===== config.mk =====
export PLATFORM = sky130hd
export DESIGN_NAME = binary_to_decimal_ascii_core
export DESIGN_NICKNAME = d
export VERILOG_FILES = /design/src/b2da_pkg.sv /design/src/b2da_sign.sv /design/src/b2da_dabble.sv /design/src/b2da_emit.sv /design/src/binary_to_decimal_ascii_core.sv
export SDC_FILE = /design/constraint.sdc
export NUM_CORES = 1
export LEC_CHECK = 0
export BUFFER_PORTS_ARGS = -buffer_cell sky130_fd_sc_hd__buf_2
export CORE_MARGIN = 1
export CORE_UTILIZATION = 55
export DETAILED_ROUTE_END_ITERATION = 10
export MAX_ROUTING_LAYER = met4
export PLACE_DENSITY = 0.71
export SYNTH_ARGS = -nofsm -noshare
export SYNTH_HDL_FRONTEND = slang
export SYNTH_SLANG_ARGS = --single-unit

===== constraint.sdc =====
create_clock -name clk_i -period 5.7 [get_ports clk_i]
set_input_delay 0.855 -clock clk_i [delete_from_list [all_inputs] [get_ports clk_i]]
set_output_delay 0.855 -clock clk_i [all_outputs]
set_load 0.02 [all_outputs]

===== src/b2da_pkg.sv =====
// b2da_pkg: types, constants and the double-dabble step shared by the
// binary to decimal ascii converter. No dependencies.
package b2da_pkg;

  localparam int MAX_DIGITS      = 10;
  localparam int VALUE_W         = 33;
  localparam int MAG_W           = 33;
  localparam int MIN_W           = 4;
  localparam int CHAR_W          = 6;
  localparam int LEN_W           = 4;
  localparam int BCD_W           = 4 * MAX_DIGITS;
  localparam int STEPS_PER_STAGE = 4;
  localparam int N_STAGES        = (MAG_W + STEPS_PER_STAGE - 1) / STEPS_PER_STAGE;
  localparam int BIN_W           = N_STAGES * STEPS_PER_STAGE;
  localparam int POS_W           = (MAX_DIGITS > 1) ? $clog2(MAX_DIGITS) : 1;
  localparam int CNT_W           = $clog2(MAX_DIGITS + 1);

  localparam logic [CHAR_W-1:0] ASCII_ZERO  = 6'h30;
  localparam logic [CHAR_W-1:0] ASCII_MINUS = 6'h2D;

  typedef struct packed {
    logic signed [VALUE_W-1:0] value;
    logic [MIN_W-1:0]          min_digits;
  } b2da_in_t;

  typedef struct packed {
    logic [CHAR_W-1:0] text_char;
    logic              last_char;
    logic [LEN_W-1:0]  text_length;
  } b2da_out_t;

  typedef struct packed {
    logic [BCD_W-1:0] bcd;
    logic [BIN_W-1:0] bin;
    logic             neg;
    logic [CNT_W-1:0] min_digits;
  } b2da_stage_t;

  typedef enum logic [1:0] {
    EM_IDLE,
    EM_SIGN,
    EM_DIGITS
  } b2da_emit_e;

  // one shift-add-3 step; the bit shifted out at the top of the bcd word is dropped
  function automatic b2da_stage_t dabble_step(b2da_stage_t s);
    b2da_stage_t r;
    r = s;
    for (int d = 0; d < MAX_DIGITS; d++) begin
      if (r.bcd[4*d +: 4] >= 4'd5) begin
        r.bcd[4*d +: 4] = r.bcd[4*d +: 4] + 4'd3;
      end
    end
    r.bcd = {r.bcd[BCD_W-2:0], r.bin[BIN_W-1]};
    r.bin = {r.bin[BIN_W-2:0], 1'b0};
    return r;
  endfunction

endpackage


===== src/b2da_sign.sv =====
// b2da_sign: first pipeline stage, splits sign and magnitude and clamps
// the minimum digit count. Depends on b2da_pkg.
module b2da_sign (
  input  logic                  clk_i,
  input  logic                  rst_ni,
  input  logic                  valid_i,
  input  b2da_pkg::b2da_in_t    data_i,
  output logic                  ready_o,
  input  logic                  ready_i,
  output logic                  valid_o,
  output b2da_pkg::b2da_stage_t data_o
);
  import b2da_pkg::*;

  logic             valid_q;
  b2da_stage_t      data_q;
  b2da_stage_t      data_d;
  logic [MAG_W-1:0] raw;
  logic [MAG_W-1:0] mag;
  logic             neg;

  assign ready_o = !valid_q || ready_i;
  assign valid_o = valid_q;
  assign data_o  = data_q;

  always_comb begin
    raw            = MAG_W'($unsigned(data_i.value));
    neg            = data_i.value[VALUE_W-1];
    // -2^32 negates to 2^32, which still fits the unsigned magnitude
    mag            = neg ? (~raw + 1'b1) : raw;
    data_d.bcd     = '0;
    data_d.bin     = BIN_W'(mag);
    data_d.neg     = neg;
    if (int'(data_i.min_digits) > MAX_DIGITS) begin
      data_d.min_digits = CNT_W'(MAX_DIGITS);
    end else begin
      data_d.min_digits = CNT_W'(data_i.min_digits);
    end
  end

  always_ff @(posedge clk_i or negedge rst_ni) begin
    if (!rst_ni) begin
      valid_q <= 1'b0;
    end else if (ready_o) begin
      valid_q <= valid_i;
    end
  end

  always_ff @(posedge clk_i) begin
    if (ready_o && valid_i) begin
      data_q <= data_d;
    end
  end

endmodule


===== src/b2da_dabble.sv =====
// b2da_dabble: one double-dabble pipeline stage, STEPS_PER_STAGE shift-add-3 steps
// per register. Depends on b2da_pkg.
module b2da_dabble (
  input  logic                  clk_i,
  input  logic                  rst_ni,
  input  logic                  valid_i,
  input  b2da_pkg::b2da_stage_t data_i,
  output logic                  ready_o,
  input  logic                  ready_i,
  output logic                  valid_o,
  output b2da_pkg::b2da_stage_t data_o
);
  import b2da_pkg::*;

  logic        valid_q;
  b2da_stage_t data_q;
  b2da_stage_t data_d;

  assign ready_o = !valid_q || ready_i;
  assign valid_o = valid_q;
  assign data_o  = data_q;

  always_comb begin
    data_d = data_i;
    for (int s = 0; s < STEPS_PER_STAGE; s++) begin
      data_d = dabble_step(data_d);
    end
  end

  always_ff @(posedge clk_i or negedge rst_ni) begin
    if (!rst_ni) begin
      valid_q <= 1'b0;
    end else if (ready_o) begin
      valid_q <= valid_i;
    end
  end

  always_ff @(posedge clk_i) begin
    if (ready_o && valid_i) begin
      data_q <= data_d;
    end
  end

endmodule


===== src/b2da_emit.sv =====
// b2da_emit: serializer that writes the sign and the digits one character
// per cycle from the finished bcd word. Depends on b2da_pkg.
module b2da_emit (
  input  logic                  clk_i,
  input  logic                  rst_ni,
  input  logic                  valid_i,
  input  b2da_pkg::b2da_stage_t data_i,
  output logic                  ready_o,
  output logic                  strobe_o,
  output b2da_pkg::b2da_out_t   result_o
);
  import b2da_pkg::*;

  b2da_emit_e       state_q, state_d;
  logic [POS_W-1:0] pos_q, pos_d;
  logic [BCD_W-1:0] bcd_q;
  logic [LEN_W-1:0] len_q;
  logic             strobe_q, strobe_d;
  b2da_out_t        res_q, res_d;

  logic             load;
  logic [CNT_W-1:0] nz;
  logic [CNT_W-1:0] ndig;
  logic [POS_W-1:0] ld_pos;
  logic [LEN_W-1:0] ld_len;
  logic [3:0]       digit;

  assign ready_o  = (state_q == EM_IDLE) || (state_q == EM_DIGITS && pos_q == '0);
  assign load     = valid_i && ready_o;
  assign strobe_o = strobe_q;
  assign result_o = res_q;

  // count of significant digits, at least one, padded up to the minimum
  always_comb begin
    nz = CNT_W'(1);
    for (int d = 0; d < MAX_DIGITS; d++) begin
      if (data_i.bcd[4*d +: 4] != 4'd0) begin
        nz = CNT_W'(d + 1);
      end
    end
    ndig   = (data_i.min_digits > nz) ? data_i.min_digits : nz;
    ld_pos = POS_W'(ndig - 1'b1);
    ld_len = LEN_W'(int'(ndig) + int'(data_i.neg));
  end

  always_comb begin
    state_d = state_q;
    pos_d   = pos_q;
    unique case (state_q)
      EM_IDLE: begin
        state_d = EM_IDLE;
      end
      EM_SIGN: begin
        state_d = EM_DIGITS;
      end
      EM_DIGITS: begin
        if (pos_q == '0) begin
          state_d = EM_IDLE;
        end else begin
          pos_d = pos_q - 1'b1;
        end
      end
      default: begin
        state_d = EM_IDLE;
      end
    endcase
    if (load) begin
      state_d = data_i.neg ? EM_SIGN : EM_DIGITS;
      pos_d   = ld_pos;
    end
  end

  always_comb begin
    digit    = bcd_q[pos_q*4 +: 4];
    strobe_d = 1'b0;
    res_d    = '0;
    unique case (state_q)
      EM_IDLE: begin
        strobe_d = 1'b0;
      end
      EM_SIGN: begin
        strobe_d        = 1'b1;
        res_d.text_char = ASCII_MINUS;
      end
      EM_DIGITS: begin
        strobe_d          = 1'b1;
        res_d.text_char   = ASCII_ZERO + CHAR_W'(digit);
        res_d.last_char   = (pos_q == '0);
        res_d.text_length = (pos_q == '0) ? len_q : '0;
      end
      default: begin
        strobe_d = 1'b0;
      end
    endcase
  end

  always_ff @(posedge clk_i or negedge rst_ni) begin
    if (!rst_ni) begin
      state_q  <= EM_IDLE;
      pos_q    <= '0;
      strobe_q <= 1'b0;
    end else begin
      state_q  <= state_d;
      pos_q    <= pos_d;
      strobe_q <= strobe_d;
    end
  end

  always_ff @(posedge clk_i) begin
    res_q <= res_d;
    if (load) begin
      bcd_q <= data_i.bcd;
      len_q <= ld_len;
    end
  end

endmodule


===== src/binary_to_decimal_ascii_core.sv =====
// binary_to_decimal_ascii_core: top level, sign stage, double-dabble
// pipeline and character serializer. Depends on b2da_pkg and the b2da_* modules.
// The first character passes through the sign stage, nine dabble stages and the
// serializer, then one character a cycle follows.
// The serializer holds an item until it has written all of its text, 1 to 11 characters;
// the pipeline takes one item per cycle while it has room, busy_o marks when full.
// Reset clears all valid bits and the serializer state; the receiver cannot stall.
module binary_to_decimal_ascii_core (
  input  logic                clk_i,
  input  logic                rst_ni,
  input  logic                start_i,
  output logic                busy_o,
  input  b2da_pkg::b2da_in_t  in_i,
  output logic                strobe_o,
  output b2da_pkg::b2da_out_t result_o
);
  import b2da_pkg::*;

  logic        sign_ready;
  logic        st_valid [N_STAGES+1];
  logic        st_ready [N_STAGES+1];
  b2da_stage_t st_data  [N_STAGES+1];

  assign busy_o = !sign_ready;

  b2da_sign u_sign (
    .clk_i   (clk_i),
    .rst_ni  (rst_ni),
    .valid_i (start_i),
    .data_i  (in_i),
    .ready_o (sign_ready),
    .ready_i (st_ready[0]),
    .valid_o (st_valid[0]),
    .data_o  (st_data[0])
  );

  for (genvar g = 0; g < N_STAGES; g++) begin : g_dabble
    b2da_dabble u_dabble (
      .clk_i   (clk_i),
      .rst_ni  (rst_ni),
      .valid_i (st_valid[g]),
      .data_i  (st_data[g]),
      .ready_o (st_ready[g]),
      .ready_i (st_ready[g+1]),
      .valid_o (st_valid[g+1]),
      .data_o  (st_data[g+1])
    );
  end

  b2da_emit u_emit (
    .clk_i    (clk_i),
    .rst_ni   (rst_ni),
    .valid_i  (st_valid[N_STAGES]),
    .data_i   (st_data[N_STAGES]),
    .ready_o  (st_ready[N_STAGES]),
    .strobe_o (strobe_o),
    .result_o (result_o)
  );

  a_char_range: assert property (@(posedge clk_i) disable iff (!rst_ni)
    strobe_o |-> (result_o.text_char == ASCII_MINUS) ||
                 ((result_o.text_char >= ASCII_ZERO) &&
                  (result_o.text_char <= ASCII_ZERO + 6'd9)))
    else $error("character outside sign and digits");

  a_sign_then_digit: assert property (@(posedge clk_i) disable iff (!rst_ni)
    (strobe_o && result_o.text_char == ASCII_MINUS) |=>
      (strobe_o && result_o.text_char != ASCII_MINUS))
    else $error("sign not followed by a digit");

  a_len_on_last: assert property (@(posedge clk_i) disable iff (!rst_ni)
    strobe_o |-> (result_o.last_char ? (result_o.text_length != '0)
                                     : (result_o.text_length == '0)))
    else $error("text length inconsistent with last flag");

  a_sign_not_last: assert property (@(posedge clk_i) disable iff (!rst_ni)
    (strobe_o && result_o.last_char) |-> (result_o.text_char != ASCII_MINUS))
    else $error("text ended on the sign");

endmodule

==> reports/results.ini <==
[clock_tree]
post_cts_resized = 0
cts_root_buf = clkbuf_16
cts_inserted_buffers = 54
cts_sinks = 494
cts.path.max_buffers = 3
cts_hold_buf = 0
tritoncts = yes
clk_latency_ns = 0.62
cts.clk_slew.worst_paths_ns = 0.06
cts_max_level = 2
post_cts_buffers = 0

[sta]
rsz0062_at_grt = false
period_share = 0.921
finalHoldViolations = 0
max_freq_mhz = 191
slew_headroom = 0.183
worstMarginPinSlew_ns = 1.22
fin_crit_ns = 5.25
setup_violations = 0
setup_tns_ns = 0
clock_skew_ns = 0.0510
slew_viol_final = 0

[floorplan]
die_area_sq_mm = 0.0637
rows = 91
start_util = 0.558
boundaryPins = 53
core_area_sq_mm = 0.0618
fp.dieW_microns = 252
die_height_microns = 252

[logic_synthesis]
synth_enable_flop_cells = 466
async_flop_share = 0.0344
ys_ff_latch = 494
ys.flop_type = edfxtp_1
yosysUniqueCellTypes = 86
syn-num-nets = 3683
synth_area_per_cell_sq_um = 10.5
seq_area_frac_synth = 0.424
postSynthCellCount = 3295
ys.warnings.count = 0
synth_area_sq_mm = 0.0345

[grt]
grt_usage = 0.214
grt_max_degree = 48
grt-ovfl-total = 0
grt_pass1_vias = 24141
grt_pass1_wl_microns = 111000
antenna_found_initial = 0

[min_path]
hold_path_class = in -> async

[setup_path]
critPathKind = reg -> reg
critical_path.max_fanout = 6
worstPathArrival_ns = 5.60
required_ns = 6.06
critPathLaunchType = flip-flop
crit_path_end_kind = flip-flop

[place]
io_buffers = 52
gp_congestion = 0.848
hpwl_microns = 50400

[detailed_routing]
antenna_left = 0
vias_per_cell = 5.66
firstDrtPassIters = 5
post_drt_wl_per_cell_microns = 15.5
dr.first_iter.drc_count = 1412
vias = 24126
drc = 0
wirelength_microns = 66200

[run]
cap_viol_max_count = 0

[finish]
multi_input_area_sq_mm = 0.0184
drive_gt1_frac = 0.0980
antennaDiodeCount = 0
nNetsFinal = 3771
seqCellArea_sq_mm = 0.0146
area_growth_pct = 9.22
nFillCells = 4876
final_util = 0.610

[outcome]
status = finished, final reports clean

flip-flops by register name, summed over array words and instances, names as in the netlist:
signal                     count
g_dabble.u_dabble.data_o     384
g_dabble.u_dabble.valid_o      9
u_emit.bcd_q                  40
u_emit.len_q                   4
u_emit.pos_q                   4
u_emit.result_o               11
u_emit.state_q                 2
u_emit.strobe_o                1
u_sign.data_o                 38
u_sign.valid_o                 1
layout by cell type (no fill, tap or decap), types with 15 or more instances in the layout:
master,instances
nor2b_1,121
dfrtp_1,17
or2_2,24
xor2_1,28
or3_1,15
a31oi_1,20
a2bb2oi_1,20
xnor2_1,144
nand2_1,191
mux2_2,95
o21ai_0,187
nor3b_1,29
inv_1,372
ha_1,348
o31ai_1,43
clkbuf_16,57
nor3_1,59
nand2b_1,123
o21bai_1,36
a21o_1,42
mux2i_1,189
edfxtp_1,466
and2_1,27
clkinv_2,16
a211o_1,18
nor4_1,15
buf_2,52
o22ai_1,20
a21oi_1,140
a211oi_1,46
nor2_1,190
a21boi_0,26
a221oi_1,16
Yosys cell counts (12+ instances only):
cell type  instances  area [sq um]
edfxtp_1         466         14000
inv_1            372          1400
ha_1             348          4350
nand2_1          191           717
nor2_1           190           713
mux2i_1          189          1890
o21ai_0          187           936
xnor2_1          144          1260
a21oi_1          140           701
nor2b_1          126           788
nand2b_1         123           769
mux2_2            95          1070
nor3_1            59           295
a211oi_1          46           345
o31ai_1           43           323
a21o_1            42           315
o21bai_1          36           270
and2_1            32           200
nor3b_1           29           218
xor2_1            28           245
a21boi_0          26           195
clkbuf_1          24          90.1
or2_2             24           150
a2bb2oi_1         20           175
a31oi_1           20           125
o22ai_1           20           125
a211o_1           18           158
dfrtp_1           17           425
a221oi_1          16           140
nor4_1            15          93.8
or3_1             15          93.8
o211ai_1          13          97.6
o21a_1            12          90.1
kinds of logic (layout without fill, tap and decap cells):
group / after synthesis / in the layout / share of synthesized area
simple gates: 863 / 863 / 0.132
compound gates: 726 / 726 / 0.139
flops: 494 / 494 / 0.424
buf+inv: 400 / 533 / 0.0436
fa+ha+maj: 348 / 348 / 0.126
mux: 292 / 292 / 0.0911
xor+xnor: 172 / 172 / 0.0437
layout make-up:
type	count	area share
clock inverter	36	0.0104
multi-input combinational	2401	0.488
clock buffer	65	0.0394
sequential	494	0.388
timing repair buffer	59	0.00830
inverter	373	0.0372
tap	837	0.0278
final timing paths:
check | slack (ns) | cells past startpoint | end | start
setup / recovery | 0.45 | 21 | g_dabble[7].u_dabble.data_o[67] | g_dabble[6].u_dabble.data_o[61]
hold / removal | 0.18 | 1 | u_emit.strobe_o | rst_ni
setup reg to reg | 0.45 | 21 | g_dabble[7].u_dabble.data_o[67] | g_dabble[6].u_dabble.data_o[61]
hold reg to reg | 0.41 | 0 | g_dabble[8].u_dabble.data_o[4] | g_dabble[7].u_dabble.data_o[4]
max in group asynchronous | 5.21 | 1 | g_dabble[4].u_dabble.valid_o | rst_ni
min in group clk_i | 0.41 | 0 | g_dabble[8].u_dabble.data_o[4] | g_dabble[7].u_dabble.data_o[4]
routing by layer:
metal | track usage | routed length [microns]
met5 | - | 0
met4 | 0.0606 | 1580
met3 | 0.0260 | 2550
met2 | 0.384 | 33500
met1 | 0.251 | 28600
stage by stage:
step / setup slack [ns] / hold WS [ns] / cell area (sq um) / std cells
after CTS: 0.469 / 0.165 / 37700 / 4265
after floorplan: 1.13 / 0.400 / 34500 / 3295
final: 0.451 / 0.177 / 37700 / 4265
after detailed placement: 0.506 / 0.405 / 35800 / 4164
after global placement: 0.853 / 0.401 / 35800 / 4164
after global routing: 0.0366 / 0.191 / 37700 / 4265
critical path, cell delays in order, from the launching register on:
cell and delay [ns]:
edfxtp_1 0.46, inv_1 0.10, ha_1 0.21, nor2b_1 0.31, a2bb2oi_1 0.27, and2_1 0.18, inv_1 0.06, ha_1 0.22
nor2b_1 0.18, or4b_2 0.64, nand2_1 0.15, inv_1 0.06, ha_1 0.19, inv_1 0.09, nor2_1 0.04, o21ai_0 0.34
xor2_1 0.33, inv_1 0.11, ha_1 0.24, nor2b_1 0.15, o21ai_0 0.32, mux2_2 0.39
Power is left out: the tool's default activity adds up to more than one toggle a clock period on the data nets, which glitch-free logic cannot reach.
